File: config.mk
export PLATFORM = sky130hd
export DESIGN_NAME = procedural_colormap_entry
export DESIGN_NICKNAME = d
export VERILOG_FILES = /design/src/pce_pkg.sv /design/src/pce_div_cell.sv /design/src/pce_color.sv /design/src/procedural_colormap_entry.sv
export SDC_FILE = /design/constraint.sdc
export NUM_CORES = 2
export LEC_CHECK = 0
export ABC_AREA = 1
export ABC_CLOCK_PERIOD_IN_PS = 9400
export BUFFER_PORTS_ARGS = -buffer_cell sky130_fd_sc_hd__buf_2
export CORE_MARGIN = 4
export CORE_UTILIZATION = 45
export CTS_BUF_LIST = sky130_fd_sc_hd__clkbuf_8
export DETAILED_ROUTE_END_ITERATION = 10
export GPL_ROUTABILITY_DRIVEN = 0
export PLACE_DENSITY = 0.62
export SYNTH_ARGS = -nofsm -noshare
export SYNTH_HDL_FRONTEND = slang
export SYNTH_SLANG_ARGS = --single-unit
export TNS_END_PERCENT = 1
File: constraint.sdc
create_clock -name clk -period 9.4 [get_ports clk]
set_clock_uncertainty 0.2 [all_clocks]
set_input_delay 0.94 -clock clk [delete_from_list [all_inputs] [get_ports clk]]
set_output_delay 0.94 -clock clk [all_outputs]
set_load 0.01 [all_outputs]
File: src/pce_pkg.sv
`default_nettype none
package pce_pkg;

	typedef struct packed {
		logic valid;
		logic oor;
		logic zden;
	} pce_ctl_t;

	localparam logic [1:0] MODE_GRAY = 2'd0;
	localparam logic [1:0] MODE_JET  = 2'd1;
	localparam logic [1:0] MODE_HOT  = 2'd2;
	localparam logic [1:0] MODE_BONE = 2'd3;

	localparam logic [1:0] CFG_MAP_MODE = 2'd0;
	localparam logic [1:0] CFG_MAP_SIZE = 2'd1;
	localparam logic [1:0] CFG_REVERSE  = 2'd2;

	localparam int unsigned SIZE_W = 9;

endpackage
`default_nettype wire

File: src/pce_div_cell.sv
`default_nettype none
module pce_div_cell #(
	parameter int QW = 17
) (
	input  wire logic              clk,
	input  wire logic              arst_n,
	input  wire pce_pkg::pce_ctl_t ctl_in,
	input  wire logic [8:0]        den_in,
	input  wire logic [8:0]        ra_in,
	input  wire logic [QW-1:0]     da_in,
	input  wire logic [QW-1:0]     qa_in,
	input  wire logic [8:0]        rb_in,
	input  wire logic [QW-1:0]     db_in,
	input  wire logic [QW-1:0]     qb_in,
	output pce_pkg::pce_ctl_t      ctl_q,
	output logic [8:0]             den_q,
	output logic [8:0]             ra_q,
	output logic [QW-1:0]          da_q,
	output logic [QW-1:0]          qa_q,
	output logic [8:0]             rb_q,
	output logic [QW-1:0]          db_q,
	output logic [QW-1:0]          qb_q
);
	import pce_pkg::*;

	logic [9:0] ta, tb;
	logic       gea, geb;

	// One restoring step per lane: bring down the next dividend bit.
	always_comb begin
		ta  = {ra_in, da_in[QW-1]};
		tb  = {rb_in, db_in[QW-1]};
		gea = ta >= {1'b0, den_in};
		geb = tb >= {1'b0, den_in};
	end

	always_ff @(posedge clk or negedge arst_n) begin
		if (!arst_n) begin
			ctl_q <= '0;
		end else begin
			ctl_q <= ctl_in;
		end
	end

	always_ff @(posedge clk) begin
		den_q <= den_in;
		ra_q  <= gea ? 9'(ta - {1'b0, den_in}) : ta[8:0];
		rb_q  <= geb ? 9'(tb - {1'b0, den_in}) : tb[8:0];
		da_q  <= da_in << 1;
		db_q  <= db_in << 1;
		qa_q  <= {qa_in[QW-2:0], gea};
		qb_q  <= {qb_in[QW-2:0], geb};
	end
endmodule
`default_nettype wire

File: src/pce_color.sv
`default_nettype none
module pce_color #(
	parameter int FRAC_BITS = 16
) (
	input  wire logic               clk,
	input  wire logic               arst_n,
	input  wire pce_pkg::pce_ctl_t  ctl_in,
	input  wire logic [FRAC_BITS:0] u_in,
	input  wire logic [FRAC_BITS:0] gray_in,
	input  wire logic [1:0]         mode,
	output logic                    done_q,
	output logic [7:0]              red_q,
	output logic [7:0]              green_q,
	output logic [7:0]              blue_q,
	output logic                    oor_q
);
	import pce_pkg::*;

	localparam int UW    = FRAC_BITS + 1;
	localparam int ONE_I = 1 << FRAC_BITS;
	localparam int K1_I  = ONE_I / 8;
	localparam int K3_I  = (3 * ONE_I) / 8;
	localparam int K5_I  = (5 * ONE_I) / 8;
	localparam int K7_I  = (7 * ONE_I) / 8;
	localparam int H2_I  = (3 * ONE_I) / 4;
	localparam int XW    = FRAC_BITS + 2;
	localparam int MUL3  = ((1 << (FRAC_BITS + 3)) + 2) / 3;
	localparam int PW    = 2 * XW;

	localparam logic [UW+2:0] ONE = (UW+3)'(ONE_I);

	function automatic logic [7:0] to_byte(input logic [UW+2:0] v);
		logic [UW+10:0] p;
		logic [UW+10:0] s;
		p = ({8'd0, v} << 8) - {8'd0, v};
		s = p >> FRAC_BITS;
		to_byte = (s > (UW+11)'(255)) ? 8'hFF : s[7:0];
	endfunction

	function automatic logic [7:0] bone(input logic [UW-1:0] u, input logic [7:0] h);
		logic [FRAC_BITS+12:0] p;
		p = (FRAC_BITS+13)'(u) * (FRAC_BITS+13)'(1785)
			+ ((FRAC_BITS+13)'(h) << FRAC_BITS);
		p = p >> (FRAC_BITS + 3);
		bone = (p > (FRAC_BITS+13)'(255)) ? 8'hFF : p[7:0];
	endfunction

	// First stage: the hot ramp needs a divide by three, done by reciprocal.
	logic [XW-1:0] x;
	logic [PW-1:0] prod;
	always_comb begin
		if (u_in <= UW'(K3_I)) begin
			x = XW'({u_in, 3'b000});
		end else if (u_in <= UW'(H2_I)) begin
			x = XW'({UW'(u_in - UW'(K3_I)), 3'b000});
		end else begin
			x = '0;
		end
		prod = PW'(x) * PW'(MUL3);
	end

	pce_ctl_t      ctl_s1;
	logic [UW-1:0] u_s1, gray_s1, hm_s1;

	always_ff @(posedge clk or negedge arst_n) begin
		if (!arst_n) begin
			ctl_s1 <= '0;
		end else begin
			ctl_s1 <= ctl_in;
		end
	end

	always_ff @(posedge clk) begin
		u_s1    <= u_in;
		gray_s1 <= gray_in;
		hm_s1   <= UW'(prod >> (FRAC_BITS + 3));
	end

	logic [UW+2:0] u3, m, jr, jg, jb, hr, hg, hb;
	logic [7:0]    r_n, g_n, b_n, hrb, hgb, hbb, gb;

	always_comb begin
		u3 = (UW+3)'(u_s1);
		jr = '0;
		jg = '0;
		jb = '0;
		m  = '0;
		if (u3 <= (UW+3)'(K1_I)) begin
			m  = u3 << 3;
			jb = (m + ONE) >> 1;
		end else if (u3 <= (UW+3)'(K3_I)) begin
			m  = (u3 - (UW+3)'(K1_I)) << 2;
			jg = m;
			jb = ONE;
		end else if (u3 <= (UW+3)'(K5_I)) begin
			m  = (u3 - (UW+3)'(K3_I)) << 2;
			jr = m;
			jg = ONE;
			jb = ONE - m;
		end else if (u3 <= (UW+3)'(K7_I)) begin
			m  = (u3 - (UW+3)'(K5_I)) << 2;
			jr = ONE;
			jg = ONE - m;
		end else begin
			m  = (u3 - (UW+3)'(K7_I)) << 3;
			if (m > ONE) m = ONE;
			jr = ((ONE << 1) - m) >> 1;
		end

		hr = '0;
		hg = '0;
		hb = '0;
		if (u3 <= (UW+3)'(K3_I)) begin
			hr = (UW+3)'(hm_s1);
		end else if (u3 <= (UW+3)'(H2_I)) begin
			hr = ONE;
			hg = (UW+3)'(hm_s1);
		end else begin
			hr = ONE;
			hg = ONE;
			hb = (u3 - (UW+3)'(H2_I)) << 2;
		end
		hrb = to_byte(hr);
		hgb = to_byte(hg);
		hbb = to_byte(hb);

		gb = ctl_s1.zden ? 8'd0
			: ((gray_s1 > UW'(255)) ? 8'hFF : gray_s1[7:0]);

		case (mode)
			MODE_GRAY: begin
				r_n = gb;
				g_n = gb;
				b_n = gb;
			end
			MODE_JET: begin
				r_n = to_byte(jr);
				g_n = to_byte(jg);
				b_n = to_byte(jb);
			end
			MODE_HOT: begin
				r_n = hrb;
				g_n = hgb;
				b_n = hbb;
			end
			default: begin
				r_n = bone(u_s1, hbb);
				g_n = bone(u_s1, hgb);
				b_n = bone(u_s1, hrb);
			end
		endcase
		if (ctl_s1.oor) begin
			r_n = '0;
			g_n = '0;
			b_n = '0;
		end
	end

	always_ff @(posedge clk or negedge arst_n) begin
		if (!arst_n) begin
			done_q <= 1'b0;
		end else begin
			done_q <= ctl_s1.valid;
		end
	end

	always_ff @(posedge clk) begin
		red_q   <= r_n;
		green_q <= g_n;
		blue_q  <= b_n;
		oor_q   <= ctl_s1.oor;
	end
endmodule
`default_nettype wire

File: src/procedural_colormap_entry.sv
`default_nettype none
// Channel  | Signals                                   | Handshake
// command  | start, busy, entry_index                  | taken when start && !busy
// result   | done, red, green, blue, out_of_range      | one-cycle strobe on done
// config   | cfg_we, cfg_index, cfg_data               | written when cfg_we
//
// One index is taken every cycle; busy is never raised.
// The pipeline is FRAC_BITS + 1 divider cells, each settling one quotient bit
// of the position and of the gray level, then two color stages.
// Reset clears the pipeline valid bits and loads the register defaults.
// The result side cannot stall, so nothing is ever held back.
module procedural_colormap_entry #(
	parameter int MAX_ENTRIES = 256,
	parameter int FRAC_BITS   = 16
) (
	input  wire logic       clk,
	input  wire logic       arst_n,
	input  wire logic       start,
	output logic            busy,
	input  wire logic [7:0] entry_index,
	output logic            done,
	output logic [7:0]      red,
	output logic [7:0]      green,
	output logic [7:0]      blue,
	output logic            out_of_range,
	input  wire logic       cfg_we,
	input  wire logic [1:0] cfg_index,
	input  wire logic [8:0] cfg_data
);
	import pce_pkg::*;

	localparam int QW = FRAC_BITS + 1;
	localparam int BW = QW + 9;

	logic [1:0]        map_mode_q;
	logic [SIZE_W-1:0] map_size_q;
	logic              reverse_q;

	always_ff @(posedge clk or negedge arst_n) begin
		if (!arst_n) begin
			map_mode_q <= MODE_GRAY;
			map_size_q <= SIZE_W'(256);
			reverse_q  <= 1'b0;
		end else if (cfg_we) begin
			case (cfg_index)
				CFG_MAP_MODE: map_mode_q <= cfg_data[1:0];
				CFG_MAP_SIZE: map_size_q <= cfg_data;
				CFG_REVERSE:  reverse_q  <= cfg_data[0];
				default: ;
			endcase
		end
	end

	assign busy = 1'b0;

	logic [SIZE_W-1:0] sz, den, j;
	logic [BW-1:0]     bdiv;
	pce_ctl_t          ctl0;

	always_comb begin
		if (32'(map_size_q) > 32'(MAX_ENTRIES)) sz = SIZE_W'(MAX_ENTRIES);
		else sz = map_size_q;
		den = sz - 9'd1;
		j   = reverse_q ? 9'(den - {1'b0, entry_index}) : {1'b0, entry_index};
		bdiv = (BW'(j) << 8) - BW'(j);
		ctl0.valid = start;
		ctl0.oor   = {1'b0, entry_index} >= sz;
		ctl0.zden  = den == '0;
	end

	pce_ctl_t        ctl_c [QW+1];
	logic [8:0]      den_c [QW+1];
	logic [8:0]      ra_c  [QW+1];
	logic [8:0]      rb_c  [QW+1];
	logic [QW-1:0]   da_c  [QW+1];
	logic [QW-1:0]   db_c  [QW+1];
	logic [QW-1:0]   qa_c  [QW+1];
	logic [QW-1:0]   qb_c  [QW+1];

	// Position dividend is j << FRAC_BITS, gray dividend is 255 * j.
	assign ctl_c[0] = ctl0;
	assign den_c[0] = den;
	assign ra_c[0]  = {1'b0, j[8:1]};
	assign da_c[0]  = {j[0], {(QW-1){1'b0}}};
	assign qa_c[0]  = '0;
	assign rb_c[0]  = 9'(bdiv >> QW);
	assign db_c[0]  = bdiv[QW-1:0];
	assign qb_c[0]  = '0;

	for (genvar k = 0; k < QW; k++) begin : g_cell
		pce_div_cell #(.QW(QW)) u_cell (
			.clk    (clk),
			.arst_n (arst_n),
			.ctl_in (ctl_c[k]),
			.den_in (den_c[k]),
			.ra_in  (ra_c[k]),
			.da_in  (da_c[k]),
			.qa_in  (qa_c[k]),
			.rb_in  (rb_c[k]),
			.db_in  (db_c[k]),
			.qb_in  (qb_c[k]),
			.ctl_q  (ctl_c[k+1]),
			.den_q  (den_c[k+1]),
			.ra_q   (ra_c[k+1]),
			.da_q   (da_c[k+1]),
			.qa_q   (qa_c[k+1]),
			.rb_q   (rb_c[k+1]),
			.db_q   (db_c[k+1]),
			.qb_q   (qb_c[k+1])
		);
	end

	logic [QW-1:0] u_fin;
	assign u_fin = ctl_c[QW].zden ? '0 : qa_c[QW];

	pce_color #(.FRAC_BITS(FRAC_BITS)) u_color (
		.clk     (clk),
		.arst_n  (arst_n),
		.ctl_in  (ctl_c[QW]),
		.u_in    (u_fin),
		.gray_in (qb_c[QW]),
		.mode    (map_mode_q),
		.done_q  (done),
		.red_q   (red),
		.green_q (green),
		.blue_q  (blue),
		.oor_q   (out_of_range)
	);
endmodule
`default_nettype wire

Yosys cells after proc, flatten, opt, wreduce, memory -nomap -nowiden
Index checks and enable logic that the tools add are counted.
{"block": "word_totals", "ff_bits": 1017, "latchBits": 0, "ram_bits": 0, "rom_bits": 0, "input_bits": 23, "output_inout_bits": 27, "word_cells": 370, "memories": 0}
{"block": "op_classes", "n_addsub": 54, "mul": 2, "div_mod_pow": 0, "n_lt_le_gt_ge": 54, "n_eq_ne": 4, "shift": 0, "mux": 72, "bitwise": 0, "n_reduce_logical": 6}
{"op": "20-bit 2-to-1 mux", "n": 18}
{"op": "10-bit by 9-bit greater-or-equal comparator with 1-bit output", "n": 33}
{"op": "9-bit 2-to-1 mux", "n": 34}
{"op": "9-bit subtractor", "n": 32}
{"op": "28-bit by 20-bit subtractor with 28-bit output", "n": 5}
{"op": "8-bit 2-to-1 mux", "n": 11}
{"op": "28-bit by 24-bit adder with 29-bit output", "n": 3}
{"op": "12-bit by 8-bit greater-than comparator with 1-bit output (second input constant)", "n": 6}
{"op": "8-bit case mux with 3 select lines", "n": 3}
{"op": "17-bit by 16-bit <= comparator with 1-bit output (second input constant)", "n": 4}
{"op": "17-bit 2-to-1 mux", "n": 3}
{"op": "17-bit by 20-bit subtractor with 20-bit output (first input constant)", "n": 2}
{"op": "18-bit by 18-bit multiplier with 36-bit output (second input constant)", "n": 1}
{"op": "18-bit 2-to-1 mux", "n": 2}
{"op": "17-bit by 16-bit subtractor with 18-bit output (second input constant)", "n": 2}
{"op": "17-bit by 15-bit <= comparator with 1-bit output (second input constant)", "n": 2}
{"op": "10-bit by 8-bit greater-than comparator with 1-bit output (second input constant)", "n": 3}
{"op": "17-bit by 11-bit multiplier with 28-bit output (second input constant)", "n": 1}
{"op": "25-bit by 17-bit subtractor with 26-bit output", "n": 1}
{"op": "20-bit by 17-bit adder with 20-bit output (second input constant)", "n": 1}
{"op": "20-bit by 17-bit greater-than comparator with 1-bit output (second input constant)", "n": 1}
{"op": "18-bit by 20-bit subtractor with 20-bit output (first input constant)", "n": 1}
{"op": "19-bit 2-to-1 mux", "n": 1}
{"op": "17-bit by 14-bit subtractor with 18-bit output (second input constant)", "n": 1}
{"op": "other kinds (16)", "n": 21}

Depth between registers and ports, before layout
{"block": "depth", "depth_word": 16, "ltp_mapped": 41, "ltp_nobuf": 41}

Modules after synthesis
Synthesis repeated with hierarchy kept, for this count alone.
{"block": "unflattened", "hier_cells": 9176, "hier_area_um2": 77898.5}
{"mod": "pce_div_cell", "n_inst": 17, "cells_per_inst": 355, "area_each_um2": 3290.7, "seq_area_each_um2": 1936.9}
{"mod": "pce_color", "n_inst": 1, "cells_per_inst": 2790, "area_each_um2": 19836.5, "seq_area_each_um2": 1621.6}
{"mod": "procedural_colormap_entry", "n_inst": 1, "cells_per_inst": 351, "area_each_um2": 2120.8, "seq_area_each_um2": 301.5}

Least setup slack after synthesis
OpenSTA, ideal clock, no wires.
{"block": "synth_timing", "kind": "reg-to-reg", "startpoint": "register g_cell[16].u_cell.ctl_q[0] (netlist bit)", "endpoint": "register u_color.hm_s1[12]", "setup_ps": 119, "arrival_ps": 6463, "required_time_ps": 9081, "setup_slack_ps": 2618, "stages_incl_launch_ff": 27, "path_buffers": 1, "synth_period_minus_slack_ps": 6782, "path_cell_list": "dfrtp_1 > clkbuf_1 > inv_1 > nand2_1 > ha_1 > nor4b_1 > nand3_1 > nand2_1 > inv_1 > nor3_1 > ha_1 > inv_1 > fa_1 > fa_1 > inv_1 > fa_1 > fa_1 > fa_1 > ha_1 > nand2_1 > inv_1 > nand2_1 > o21ai_0 > a21boi_0 > o21ai_0 > a21oi_1 > xnor2_1"}
{"block": "synth_between", "elab_chain_len": 5, "elab_cells_between_ends": 7, "classes_between": "add/sub (1); mul (1); order compare (2); mux (3)"}
{"element": "start, declared", "line_no": "pce_div_cell.sv:15", "source": "output pce_pkg::pce_ctl_t ctl_q,"}
{"element": "start signal, assigned", "line_no": "pce_div_cell.sv:41", "source": "ctl_q <= ctl_in;"}
{"element": "17-bit 2-to-1 mux (*)", "line_no": "procedural_colormap_entry.sv:114", "source": "assign u_fin = ctl_c[QW].zden ? '0 : qa_c[QW];"}
{"element": "15-bit subtractor or 17-bit by 16-bit <= comparator with 1-bit output (tied branches)", "line_no": "pce_color.sv:55, pce_color.sv:54"}
{"element": "18-bit 2-to-1 mux", "line_no": "pce_color.sv:54", "source": "end else if (u_in <= UW'(H2_I)) begin"}
{"element": "18-bit 2-to-1 mux (*)", "line_no": "pce_color.sv:52", "source": "if (u_in <= UW'(K3_I)) begin"}
{"element": "18-bit by 18-bit multiplier with 36-bit output (*)", "line_no": "pce_color.sv:59", "source": "prod = PW'(x) * PW'(MUL3);"}
{"element": "net u_color.prod[31]", "line_no": "pce_color.sv:50", "source": "logic [PW-1:0] prod;"}
{"element": "end signal, assigned", "line_no": "pce_color.sv:76", "source": "hm_s1 <= UW'(prod >> (FRAC_BITS + 3));"}
{"element": "end, declared", "line_no": "pce_color.sv:63", "source": "logic [UW-1:0] u_s1, gray_s1, hm_s1;"}
Mark *: on every way through the listed nets, which the timed path passes. The rest lies on a longest branch.
A chain may end at the register's enable or synchronous reset.

Worst setup path in the final report
Same ends and word-level chain as after synthesis.

==> results.json <==
{
  "place_ws_ps": 1694,
  "yosys_register_bits": 1017,
  "numClockSinks": 1017,
  "dieArea_um2": 126300,
  "grt_pass1_vias": 40630,
  "r2r-start": "g_cell[16].u_cell.ctl_q[0]$_DFF_PN0_",
  "cts_buffer_depth": 3,
  "whs_endpoint": "g_cell[15].u_cell.qa_q[5]$_DFF_P_",
  "endpoint_kind": "flop",
  "drive_above_1_share_pct": 6.790,
  "synth_area_leaders": "dfxtp_1 (35%), ha_1 (15%), fa_1 (7.5%), nand2_1 (6.9%), inv_1 (6.3%)",
  "worst_slack_ps": 1552,
  "hp-start": "g_cell[14].u_cell.qa_q[4]$_DFF_P_",
  "netlist_instances": 6271,
  "critical_path.startpoint": "g_cell[16].u_cell.ctl_q[0]$_DFF_PN0_",
  "route.detailed.drc": 0,
  "slowest_stage": "dfrtp_1",
  "grt_pass1_wl_mm": 204.1,
  "vias": 40780,
  "fin_util_pct": 49.76,
  "yosysTopAreaCell": "dfxtp_1",
  "synth_common_cells": "nand2_1 (1,002), dfxtp_1 (950), inv_1 (915)",
  "post_cts_buffers": 0,
  "hold_viol_final": 0,
  "critical_path_class": "flop to flop",
  "track_usage_pct": 19.96,
  "syn_to_final_growth_pct": 9.770,
  "ff2ff_setup_slack_ps": 1550,
  "wl_mm": 126.2,
  "slew_viol_final": 0,
  "clkLatencyLatePin_ps": 840,
  "drv_cap": 0,
  "antenna_found_initial": 1,
  "io_pins": 50,
  "cp_slowest_stage_delay_ps": 730,
  "dr.pass1.iters": 8,
  "grt_overflow": 0,
  "cts_hold_buf": 2,
  "cts_resized": 0,
  "hpwlAfterDp_mm": 102.4,
  "syn_nets": 7149,
  "layout.filler_cells": 11430,
  "clk_pin_slew_worst_paths_ps": 70,
  "port_buffers": 48,
  "htree_levels": 4,
  "holdPathStages": 0,
  "synth_cell_type_count": 78,
  "start_util_pct": 45.33,
  "status": "complete, no violations",
  "chipHeight_um": 355.4,
  "syn_area_um2": 54310,
  "crit_fanout": 22,
  "hold_class": "flop to flop",
  "root_buffer": "clkbuf_8",
  "rsz0062_at_grt": "false",
  "start_kind": "flop",
  "fmax_ghz": 0.1274,
  "ys_seq_area_share_pct": 38.10,
  "cp.required_ps": 9960,
  "coreArea_um2": 119800,
  "vias_per_cell": 5.001,
  "whs_ps": 115.8,
  "ys_warn_count": 0,
  "synthArstFlopShare_pct": 6.588,
  "cts-buffers-inserted": 156,
  "cpMostUsedCell": "nand2_1",
  "synthFlopType": "dfxtp_1",
  "r2r_end": "u_color.hm_s1[12]$_DFF_P_",
  "setup_viol": 0,
  "synth-edff-count": 0,
  "tns_ps": 0,
  "rows": 127,
  "cp_top_family": "adder cells",
  "met1_length_mm": 54.33,
  "grt_max_degree": 68,
  "drt_iter0_drc": 2459,
  "fin_crit_sh_pct": 83.48,
  "synth_top_area_share_pct": 35.01,
  "yosysMostFrequentCell": "nand2_1",
  "ant_nets": 0,
  "min_period_ps": 7848,
  "met2_wirelength_mm": 59.97,
  "synth_area_per_cell_um2": 8.661,
  "highest_layer": "met4",
  "worstMarginPinSlew_ps": 964.4,
  "wl_met3_mm": 6.545,
  "timing.slew.headroom_pct": 35.70,
  "worst-r2r-cell-count": 32,
  "layout.nets": 7292,
  "die_w_um": 355.4,
  "cp_data_arrival_time_ps": 8410,
  "crit_buf_inv": 6,
  "cts_tree": "done",
  "routedWlPerCell_um": 15.48
}
## area by class of cell
cell class,instances,area [um2],share of cell area (%)
repair buffers,60,337.8,0.5666
clock inverters,87,655.6,1.100
inverters,942,3553,5.960
multi-input cells,4237,29660,49.74
well taps,1612,2017,3.383
flip-flops and latches,1017,20700,34.71
diodes,2,5.005,0.008394
clock buffers,196,2698,4.525
## layout by cell type, fill, tap and decap left out, types with 15 or more instances in the layout
master    netlist  routed
a211oi_1       36      36
a21oi_1       484     484
buf_2           9      47
clkbuf_8        0     196
clkinv_2        0      25
dfrtp_1        66      66
dfxtp_1       950     950
fa_1          203     203
ha_1          652     652
inv_1         915     954
inv_2          16      16
nand2_1      1002    1002
nand2_2        22      22
nand3_1       210     210
nand4_1        54      54
nor2_1        509     509
nor3_1        102     102
nor4_1         21      21
o211ai_1       47      47
o21a_1         52      52
o21ai_0       318     318
o31ai_1        19      19
or2_2          15      15
xnor2_1       123     123
xor2_1        186     186
## worst reg2reg max path, delay by kind of cell (launching register included)
family,cells,cell delay (ps)
buffers and inverters,6,630
adders and majority gates,7,2410
AOI/OAI and AO/OA,6,1730
DFF,1,730
xor gates and xnor gates,1,130
and+or+nand+nor,12,1970
## layer usage
layer / vias up / track usage, %
met4: 0 / 8.627
met1: 18710 / 24.56
met5: - / 0
met3: 303 / 3.254
li1: 20740 / -
met2: 1017 / 34.54
## sequential cells by signal (all words and copies together) (netlist names), 2 cells and up
signal,count
g_cell.u_cell.qa_q,153
g_cell.u_cell.den_q,144
u_color.u_s1,17
g_cell.u_cell.ra_q,144
u_color.gray_s1,17
g_cell.u_cell.rb_q,144
u_color.hm_s1,17
u_color.green_q,8
u_color.ctl_s1,3
g_cell.u_cell.db_q,136
g_cell.u_cell.ctl_q,51
map_mode_q,2
u_color.blue_q,8
map_size_q,9
u_color.red_q,8
g_cell.u_cell.qb_q,153
## stage by stage
step / cell area, um2 / instances
after floorplan: 54310 / 6271
after global placement: 56240 / 7866
after detailed placement: 56240 / 7866
after CTS: 59610 / 8151
after global routing: 59620 / 8152
final: 59620 / 8153
## cell families (layout without fill, tap and decap cells)
| logic type | count (synthesis) | in the layout | synth area share [%] |
|---|---|---|---|
| other | 1 | 3 | 0.006904 |
| muxes | 9 | 9 | 0.1843 |
| buffers and inverters | 1017 | 1285 | 7.305 |
| and+or+nand+nor | 2016 | 2016 | 16.10 |
| xor gates and xnor gates | 309 | 309 | 4.983 |
| adders and majority gates | 855 | 855 | 22.50 |
| DFF | 1017 | 1017 | 38.10 |
| AOI/OAI and AO/OA | 1047 | 1047 | 10.82 |
## worst max-delay path by stage
| stage | endpoint | cells after the start |
|---|---|---|
| 6_report | u_color.hm_s1[12]$_DFF_P_ | 32 |
| 5_1_grt | u_color.hm_s1[12]$_DFF_P_ | 32 |
| 4_1_cts | u_color.hm_s1[12]$_DFF_P_ | 25 |
| 3_5_place_dp | u_color.hm_s1[12]$_DFF_P_ | 32 |
| 3_3_place_gp | u_color.hm_s1[12]$_DFF_P_ | 25 |
| 2_1_floorplan | u_color.hm_s1[12]$_DFF_P_ | 26 |
Power is left out: the tool's default activity adds up to more than one toggle a clock period on the data nets, which glitch-free logic cannot reach.
